===== config.mk =====
export PLATFORM = sky130hd
export DESIGN_NAME = uart_baud_divisor_search
export DESIGN_NICKNAME = d
export VERILOG_FILES = /design/src/rtl/core/ubds_pkg.sv /design/src/rtl/core/ubds_front.sv /design/src/rtl/core/ubds_div.sv /design/src/rtl/core/ubds_back.sv /design/src/rtl/core/uart_baud_divisor_search.sv
export VERILOG_INCLUDE_DIRS = /design/src /design/src/rtl/core
export SDC_FILE = /design/constraint.sdc
export NUM_CORES = 2
export LEC_CHECK = 0
export BUFFER_PORTS_ARGS = -buffer_cell sky130_fd_sc_hd__buf_4
export CAP_MARGIN = 20
export CORE_ASPECT_RATIO = 0.8
export CORE_MARGIN = 1.5
export CORE_UTILIZATION = 70
export CTS_CLUSTER_SIZE = 25
export DETAILED_ROUTE_END_ITERATION = 12
export PLACE_DENSITY = 0.85
export SYNTH_ARGS = -nofsm -noshare
export SYNTH_HDL_FRONTEND = slang
export SYNTH_SLANG_ARGS = --single-unit
export TNS_END_PERCENT = 5

===== constraint.sdc =====
create_clock -name clk_i -period 22.6 [get_ports clk_i]
set_clock_uncertainty 0.2 [all_clocks]
set_input_delay 4.52 -clock clk_i [delete_from_list [all_inputs] [get_ports clk_i]]
set_output_delay 4.52 -clock clk_i [all_outputs]
set_load 0.02 [all_outputs]

===== src/rtl/core/uart_baud_divisor_search_macros.svh =====
// assertion macros for the baud divisor search block
// used by the modules under rtl/core that carry assertions
`ifndef UART_BAUD_DIVISOR_SEARCH_MACROS_SVH
`define UART_BAUD_DIVISOR_SEARCH_MACROS_SVH

// check that an antecedent implies a consequent in the next cycle
`define UBDS_ASSERT_NEXT(lbl, clk, rst_n, ante, cons) \
  lbl: assert property (@(posedge clk) disable iff (!rst_n) (ante) |=> (cons)) \
    else $error("assertion failed");

// check that a condition never holds
`define UBDS_ASSERT_NEVER(lbl, clk, rst_n, cond) \
  lbl: assert property (@(posedge clk) disable iff (!rst_n) !(cond)) \
    else $error("assertion failed");

`endif


===== src/rtl/core/ubds_pkg.sv =====
// shared constants and types for the baud divisor search block
// no dependencies
package ubds_pkg;
  localparam logic [31:0] ClkResetHz = 32'd32768;
  localparam int unsigned OsrFirst = 4;
  localparam int unsigned OsrLast = 32;
  localparam int unsigned QueueDepth = 2;

  typedef enum logic [2:0] {
    ST_IDLE, ST_DIV_D, ST_DIV_LO, ST_DIV_HI, ST_CMP, ST_DONE
  } srch_state_e;

  typedef struct packed {
    logic [26:0] baud;
    logic [31:0] clk;
  } job_t;
endpackage


===== src/rtl/core/ubds_front.sv =====
// front end: accepts requests, snapshots the clock register, queues jobs
// depends on ubds_pkg
module ubds_front import ubds_pkg::*; #(
  parameter int unsigned Depth = QueueDepth
) (
  input  logic        clk_i,
  input  logic        rst_ni,
  input  logic        start_i,
  input  logic [26:0] target_baud_i,
  input  logic        cfg_we_i,
  input  logic [31:0] cfg_wdata_i,
  output logic        busy_o,
  output logic        job_valid_o,
  output job_t        job_o,
  input  logic        job_pop_i
);
  localparam int unsigned Aw = (Depth > 1) ? $clog2(Depth) : 1;
  logic [31:0] src_clk_q;
  job_t        mem_q [Depth];
  logic [Aw-1:0] wr_q, rd_q;
  logic [Aw:0]   cnt_q;
  logic push;

  assign busy_o = (cnt_q == Depth[Aw:0]);
  assign push = start_i && !busy_o;
  assign job_valid_o = (cnt_q != '0);
  assign job_o = mem_q[rd_q];

  always_ff @(posedge clk_i or negedge rst_ni) begin
    if (!rst_ni) begin
      src_clk_q <= ClkResetHz;
    end else if (cfg_we_i) begin
      src_clk_q <= cfg_wdata_i;
    end
  end

  always_ff @(posedge clk_i) begin
    if (push) begin
      mem_q[wr_q] <= '{baud: target_baud_i, clk: src_clk_q};
    end
  end

  always_ff @(posedge clk_i or negedge rst_ni) begin
    if (!rst_ni) begin
      wr_q <= '0;
      rd_q <= '0;
      cnt_q <= '0;
    end else begin
      if (push) wr_q <= (wr_q == Aw'(Depth - 1)) ? '0 : wr_q + 1'b1;
      if (job_pop_i) rd_q <= (rd_q == Aw'(Depth - 1)) ? '0 : rd_q + 1'b1;
      cnt_q <= cnt_q + (Aw+1)'(push) - (Aw+1)'(job_pop_i);
    end
  end

  `include "uart_baud_divisor_search_macros.svh"
  `UBDS_ASSERT_NEVER(a_no_pop_empty, clk_i, rst_ni, job_pop_i && cnt_q == '0)
  `UBDS_ASSERT_NEVER(a_cnt_range, clk_i, rst_ni, cnt_q > Depth[Aw:0])
  `UBDS_ASSERT_NEXT(a_push_valid, clk_i, rst_ni, push, job_valid_o)
endmodule


===== src/rtl/core/ubds_div.sv =====
// radix-2 restoring divider, 32 by 33 bits, one quotient bit per cycle
// depends on ubds_pkg
module ubds_div import ubds_pkg::*; (
  input  logic        clk_i,
  input  logic        rst_ni,
  input  logic        go_i,
  input  logic [31:0] num_i,
  input  logic [32:0] den_i,
  output logic        done_o,
  output logic [31:0] quo_o
);
  logic [32:0] rem_q, rem_d, trial;
  logic [31:0] quo_q;
  logic [32:0] den_q;
  logic [5:0]  cnt_q;
  logic        run_q;

  always_comb begin
    rem_d = {rem_q[31:0], quo_q[31]};
    trial = rem_d - den_q;
  end

  assign quo_o = (den_q == '0) ? 32'hFFFF_FFFF : quo_q;

  always_ff @(posedge clk_i or negedge rst_ni) begin
    if (!rst_ni) begin
      run_q <= 1'b0;
      cnt_q <= '0;
      done_o <= 1'b0;
    end else begin
      done_o <= 1'b0;
      if (go_i) begin
        run_q <= 1'b1;
        cnt_q <= 6'd32;
      end else if (run_q) begin
        cnt_q <= cnt_q - 1'b1;
        if (cnt_q == 6'd1) begin
          run_q <= 1'b0;
          done_o <= 1'b1;
        end
      end
    end
  end

  always_ff @(posedge clk_i) begin
    if (go_i) begin
      rem_q <= '0;
      quo_q <= num_i;
      den_q <= den_i;
    end else if (run_q) begin
      if (rem_d >= den_q) begin
        rem_q <= trial;
        quo_q <= {quo_q[30:0], 1'b1};
      end else begin
        rem_q <= rem_d;
        quo_q <= {quo_q[30:0], 1'b0};
      end
    end
  end
endmodule


===== src/rtl/core/ubds_back.sv =====
// back end: walks oversampling ratios, three divisions each, keeps the best pair
// depends on ubds_pkg and ubds_div
module ubds_back import ubds_pkg::*; (
  input  logic        clk_i,
  input  logic        rst_ni,
  input  logic        job_valid_i,
  input  job_t        job_i,
  output logic        job_pop_o,
  output logic        done_o,
  output logic [15:0] best_divisor_o,
  output logic [5:0]  best_oversampling_o
);
  srch_state_e state_q, state_d;
  logic [26:0] baud_q;
  logic [31:0] clk_q, best_err_q, err_lo_q;
  logic [5:0]  r_q, best_r_q;
  logic [15:0] d_q, best_d_q;
  logic [31:0] prod_q;
  logic        div_go, div_done;
  logic [31:0] div_quo;
  logic [32:0] div_den;
  logic [31:0] err_hi, err_lo;
  logic        pick_hi;
  logic [15:0] cand_d;

  ubds_div u_div (
    .clk_i, .rst_ni, .go_i(div_go), .num_i(clk_q), .den_i(div_den),
    .done_o(div_done), .quo_o(div_quo)
  );

  always_comb begin
    state_d = state_q;
    job_pop_o = 1'b0;
    div_den = {1'b0, prod_q};
    case (state_q)
      ST_IDLE: if (job_valid_i) begin
        job_pop_o = 1'b1;
        state_d = ST_DIV_D;
      end
      ST_DIV_D: if (div_done) state_d = ST_DIV_LO;
      ST_DIV_LO: if (div_done) state_d = ST_DIV_HI;
      ST_DIV_HI: if (div_done) state_d = ST_CMP;
      ST_CMP: state_d = (r_q == 6'(OsrLast)) ? ST_DONE : ST_DIV_D;
      ST_DONE: state_d = ST_IDLE;
      default: state_d = ST_IDLE;
    endcase
  end

  // err values for the finished divisions
  assign err_lo = err_lo_q;
  assign err_hi = {5'd0, baud_q} - div_quo;
  assign pick_hi = err_lo > err_hi;
  assign cand_d = pick_hi ? d_q + 16'd1 : d_q;

  // one divide is launched per step; the product is formed a step earlier
  logic launch_q;
  assign done_o = (state_q == ST_DONE);
  assign best_divisor_o = best_d_q;
  assign best_oversampling_o = best_r_q;

  always_ff @(posedge clk_i or negedge rst_ni) begin
    if (!rst_ni) begin
      state_q <= ST_IDLE;
      launch_q <= 1'b0;
    end else begin
      state_q <= state_d;
      launch_q <= job_pop_o || (div_done && state_q != ST_DIV_HI) ||
                  (state_q == ST_CMP && r_q != 6'(OsrLast));
    end
  end

  // products are registered in the cycle before the divider is started
  always_comb div_go = launch_q;

  always_ff @(posedge clk_i) begin
    if (job_pop_o) begin
      baud_q <= job_i.baud;
      clk_q <= job_i.clk;
      r_q <= 6'(OsrFirst);
      best_err_q <= {5'd0, job_i.baud};
      best_r_q <= '0;
      best_d_q <= '0;
      prod_q <= {job_i.baud, 5'd0} >> 3;
    end else begin
      case (state_q)
        ST_DIV_D: if (div_done) begin
          d_q <= (div_quo[15:0] == '0) ? 16'd1 : div_quo[15:0];
          prod_q <= 32'(r_q) * ((div_quo[15:0] == '0) ? 32'd1 : 32'(div_quo[15:0]));
        end
        ST_DIV_LO: if (div_done) begin
          err_lo_q <= div_quo - {5'd0, baud_q};
          prod_q <= 32'(r_q) * (32'(d_q) + 32'd1);
        end
        ST_DIV_HI: if (div_done) begin
          if ((pick_hi ? err_hi : err_lo) <= best_err_q) begin
            best_err_q <= pick_hi ? err_hi : err_lo;
            best_r_q <= r_q;
            best_d_q <= cand_d;
          end
        end
        ST_CMP: begin
          r_q <= r_q + 6'd1;
          prod_q <= {5'd0, baud_q} * 32'(r_q + 6'd1);
        end
        default: ;
      endcase
    end
  end

  `include "uart_baud_divisor_search_macros.svh"
  `UBDS_ASSERT_NEVER(a_r_range, clk_i, rst_ni, state_q != ST_IDLE &&
    state_q != ST_DONE && (r_q < 6'(OsrFirst) || r_q > 6'(OsrLast)))
  `UBDS_ASSERT_NEXT(a_done_idle, clk_i, rst_ni, done_o, state_q == ST_IDLE)
  `UBDS_ASSERT_NEVER(a_pop_idle, clk_i, rst_ni, job_pop_o && state_q != ST_IDLE)
endmodule


===== src/rtl/core/uart_baud_divisor_search.sv =====
// the search walks 29 ratios, each with three divide steps (divisor, low error,
// high error) and a compare, then raises done_o; the one shared 32-step radix-2
// divider runs one division at a time, and the next request is popped only when idle
// a two-entry queue takes new requests while a search runs; busy when full
// done_o pulses one cycle with the result; the receiver cannot stall
// reset clears the queue and the search; the source clock register resets to 32768
module uart_baud_divisor_search import ubds_pkg::*; #(
  parameter int unsigned Depth = QueueDepth
) (
  input  logic        clk_i,
  input  logic        rst_ni,
  input  logic        start,
  output logic        busy,
  input  logic [26:0] target_baud_i,
  input  logic        cfg_we_i,
  input  logic [31:0] cfg_wdata_i,
  output logic        done_o,
  output logic [15:0] best_divisor_o,
  output logic [5:0]  best_oversampling_o
);
  logic job_valid, job_pop;
  job_t job;

  ubds_front #(.Depth(Depth)) u_front (
    .clk_i, .rst_ni, .start_i(start), .target_baud_i, .cfg_we_i, .cfg_wdata_i,
    .busy_o(busy), .job_valid_o(job_valid), .job_o(job), .job_pop_i(job_pop)
  );

  ubds_back u_back (
    .clk_i, .rst_ni, .job_valid_i(job_valid), .job_i(job), .job_pop_o(job_pop),
    .done_o, .best_divisor_o, .best_oversampling_o
  );
endmodule


==> metrics.md <==
| Metric | Value |
|---|---|
| CTS tree | `done` |
| Post-CTS resize count | `0` |
| Wirelength per Cell | `25.4 um` |
| Critical Path RT | `about 23 ns` |
| Overall Power | `between 5000 and 6000 uW` |
| Worst-Skew Late Latency | `between 0.6 and 0.7 ns` |
| Fmax | `91.0 MHz` |
| Syn Std Cell Area | `approximately 0.036 mm2` |
| Max-Slew Margin vs Limit | `0.232` |
| Hpwl dp | `approximately 81000 um` |
| H-tree level count | `2` |
| Clk slew on worst S/H paths | `roughly 0.070 ns` |
| Synth warn | `0` |
| # DRC | `0` |
| FF-to-FF Start | `u_back.u_div.den_q[1]$_DFFE_PP_` |
| Setup TNS | `0 ns` |
| Register Area | `0.0129 mm2` |
| R2r setup slk | `roughly 12 ns` |
| Root Buffer | `clkbuf_16` |
| Ys flop type | `edfxtp_1` |
| Overflow after GRT | `0` |
| CP Max Fanout | `between 40 and 50` |
| Post-Synth Simple-Gate Area | `0.132` |
| Max-slew violations | `0` |
| CP endpoint kind | `flop` |
| RePlAce Congestion | `between 1 and 1.5` |
| Final hold vios | `0` |
| RSZ-0062 raised after global routing | `false` |
| Critical path type | `reg -> reg` |
| Die ar. | `roughly 0.052 mm2` |
| Largest net degree at the start of global routing | `67` |
| Most frequent cells in the layout | `475 x nand2_1, 424 x inv_1, 343 x edfxtp_1` |
| Nets | `between 4k and 5k` |
| Static leakage | `approximately 0.017 uW` |
| Routed Antenna Nets | `0` |
| Slowest CP cell | `a2111oi_1` |
| Hold Crit Start | `u_back.prod_q[12]$_DFFE_PP_` |
| WHS Endpoint | `u_back.u_div.den_q[12]$_DFFE_PP_` |
| Worst-case reg-to-reg path depth | `34` |
| Hold-fix buffers, CTS | `0` |
| Mean Syn Cell Area | `9.94 um2` |
| Peak VDD IR | `~0.000095 V` |
| Sequential area share after synthesis | `0.363` |
| Syn_nets | `about 4.1k` |
| Die height | `just over 200 um` |
| Hold Path Depth | `0` |
| Vias | `between 20k and 30k` |
| Most common cell after layout, fill and taps aside | `nand2_1` |
| P&R area growth vs syn | `8.44%` |
| Post-Synthesis Cells | `between 3k and 4k` |
| Final setup viols | `0` |
| Starting Density | `0.712` |
| Clock buffer depth | `3` |
| IO buf count | `between 80 and 90` |
| I/O pins | `87` |
| First-pass GRT wire length | `165000 um` |
| PwrDens | `between 100 and 150 mW/mm2` |
| Routed vias/inst | `around 6.6` |
| Max incr delay on CP | `about 0.74 ns` |
| Max-cap violations | `0` |
| TritonRoute pass-1 iters | `8` |
| Post-synthesis xor/xnor area fraction | `0.0451` |
| FF+latch count, synth | `461` |
| Mux cell area share after synthesis | `0.0475` |
| Capture point of the worst reg-to-reg path | `u_back.best_err_q[23]$_DFFE_PP_` |
| Iteration-0 DRC count of the detailed router | `between 3k and 4k` |
| Synth Area in Compound Gates | `0.121` |
| Vias in the first global route | `about 28k` |
| Worst Hold Class | `reg -> reg` |
| Setup Fix Bufs, Post-CTS | `0` |
| Final WL | `between 100000 and 150000 um` |
| Async set-reset flop share out of synthesis | `0.104` |
| CP startpoint kind | `flop` |
| CTS Buf Count | `47` |
| Fill cells | `around 3.2k` |
| Combinational family with the most area after synthesis | `adder cells` |
| Sink Count | `between 400 and 500` |
| GRT Util Overall | `0.424` |
| Count of different cell masters after synthesis | `80` |
| Final Critical Period | `between 10 and 15 ns` |
| Worst-margin pin slew | `1.15 ns` |
| Post-synth EDFFs | `around 340` |
| Core area | `around 0.05 mm2` |
| FP Rows | `between 70 and 80` |
| Initial antenna violation count | `9` |
| Status | `complete, no violations` |
| Share of cells above drive strength 1 | `0.112` |
| Die W | `between 200 and 300 um` |
| Area of the multi-input gates | `0.0205 mm2` |
| Fin crit share | `0.486` |
| Arr. time, crit path | `about 11 ns` |
| Area share of fa/ha/maj cells after synthesis | `0.230` |
[critical path: cells and delay by family (launching register included)]
family | cells | cell delay, ns
AOI/OAI and AO/OA | 9 | 2.67
buffers and inverters | 5 | 1.83
adders and majority gates | 3 | 0.84
and+or+nand+nor | 16 | 4.42
DFF | 1 | 0.45
xor gates and xnor gates | 1 | 0.20
[where the power goes]
part | switching, uW | internal, uW
Sequential | 157 | 1180
Clock | 361 | 483
Combinational | 1810 | 1120
Total | 2320 | 2790
[logic make-up (layout without fill, tap and decap cells)]
kind of cell	Yosys count	in the layout
AND/OR/NAND/NOR	1028	1028
AO/OA/AOI/OAI	662	662
buffers and inverters	579	636
adder cells (fa/ha/maj)	507	507
flip-flops	461	461
XOR/XNOR	183	183
multiplexers	152	152
other	0	2
[metal layers]
layer	vias to the layer above	track usage	share of wire
met2	2017	0.625	0.43
met1	13804	0.573	0.38
met3	428	0.132	0.13
met4	4	0.199	0.052
li1	12238	-	-
met5	-	0.00286	0.00015
[final cells by class]
cell class	instances	area share
Antenna cell	2	0.000130
Clock buffer	59	0.0328
Clock inverter	28	0.00959
Inverter	426	0.0416
Multi-Input combinational cell	2532	0.533
Sequential cell	461	0.335
Tap cell	675	0.0219
Timing Repair Buffer	123	0.0255
[worst max path at each step]
| stage | from | endpoint | slack, ns | depth (start not counted) |
|---|---|---|---|---|
| after CTS | u_back.u_div.den_q[1]$_DFFE_PP_ | u_back.best_err_q[20]$_DFFE_PP_ | 12.02 | 34 |
| after detailed placement | u_back.u_div.den_q[1]$_DFFE_PP_ | u_back.best_err_q[6]$_DFFE_PP_ | 12.18 | 34 |
| after floorplan | u_back.u_div.den_q[1]$_DFFE_PP_ | u_back.best_err_q[0]$_DFFE_PP_ | 13.06 | 38 |
| final | u_back.u_div.den_q[1]$_DFFE_PP_ | u_back.best_err_q[23]$_DFFE_PP_ | 11.61 | 34 |
| after global routing | u_back.u_div.den_q[14]$_DFFE_PP_ | u_back.best_err_q[25]$_DFFE_PP_ | 11.19 | 34 |
| after global placement | u_back.u_div.den_q[14]$_DFFE_PP_ | u_back.best_err_q[0]$_DFFE_PP_ | 12.57 | 34 |
[sequential cells by signal (all words and copies together), names as in the netlist, 32 cells and up]
name	cells
u_back.prod_q	32
u_back.best_err_q	32
u_back.clk_q	32
u_back.u_div.den_q	32
u_back.u_div.rem_q	32
u_front.src_clk_q	32
u_back.u_div.quo_q	32
u_back.err_lo	32
u_front.mem_q	118
[cells in the mapped netlist (all sizes together), types with 23 or more instances]
library cell,n,area share
nand2,476,0.050
inv,426,0.045
edfxtp,343,0.29
ha,264,0.093
fa,243,0.14
nor2,213,0.023
a21oi,202,0.028
clkbuf,142,0.015
mux2,127,0.040
o21ai,124,0.017
xnor2,123,0.030
a21o,70,0.015
dfxtp,70,0.039
xor2,60,0.015
and2,56,0.0099
dfrtp,47,0.033
nor3,45,0.0063
or2,44,0.0078
a211oi,41,0.0087
nand3,34,0.0048
nand4,29,0.0051
nand2b,28,0.0049
nor2b,28,0.0049
o21bai,27,0.0057
mux2i,25,0.0070
and3,24,0.0042
o21a,23,0.0049
[stage by stage]
stage	area (um2)	hold slack, ns	std cells	worst slack (ns)	utilization
finish	38500	0.217	4306	11.61	0.772
detailed placement	36800	0.205	4214	12.18	0.737
floorplan	35500	0.200	3572	13.06	-
CTS	38400	0.213	4301	12.02	0.770
global route	38500	0.221	4304	11.19	0.772
global placement	36800	0.211	4214	12.57	0.737
(Power assumes the default switching activity.)
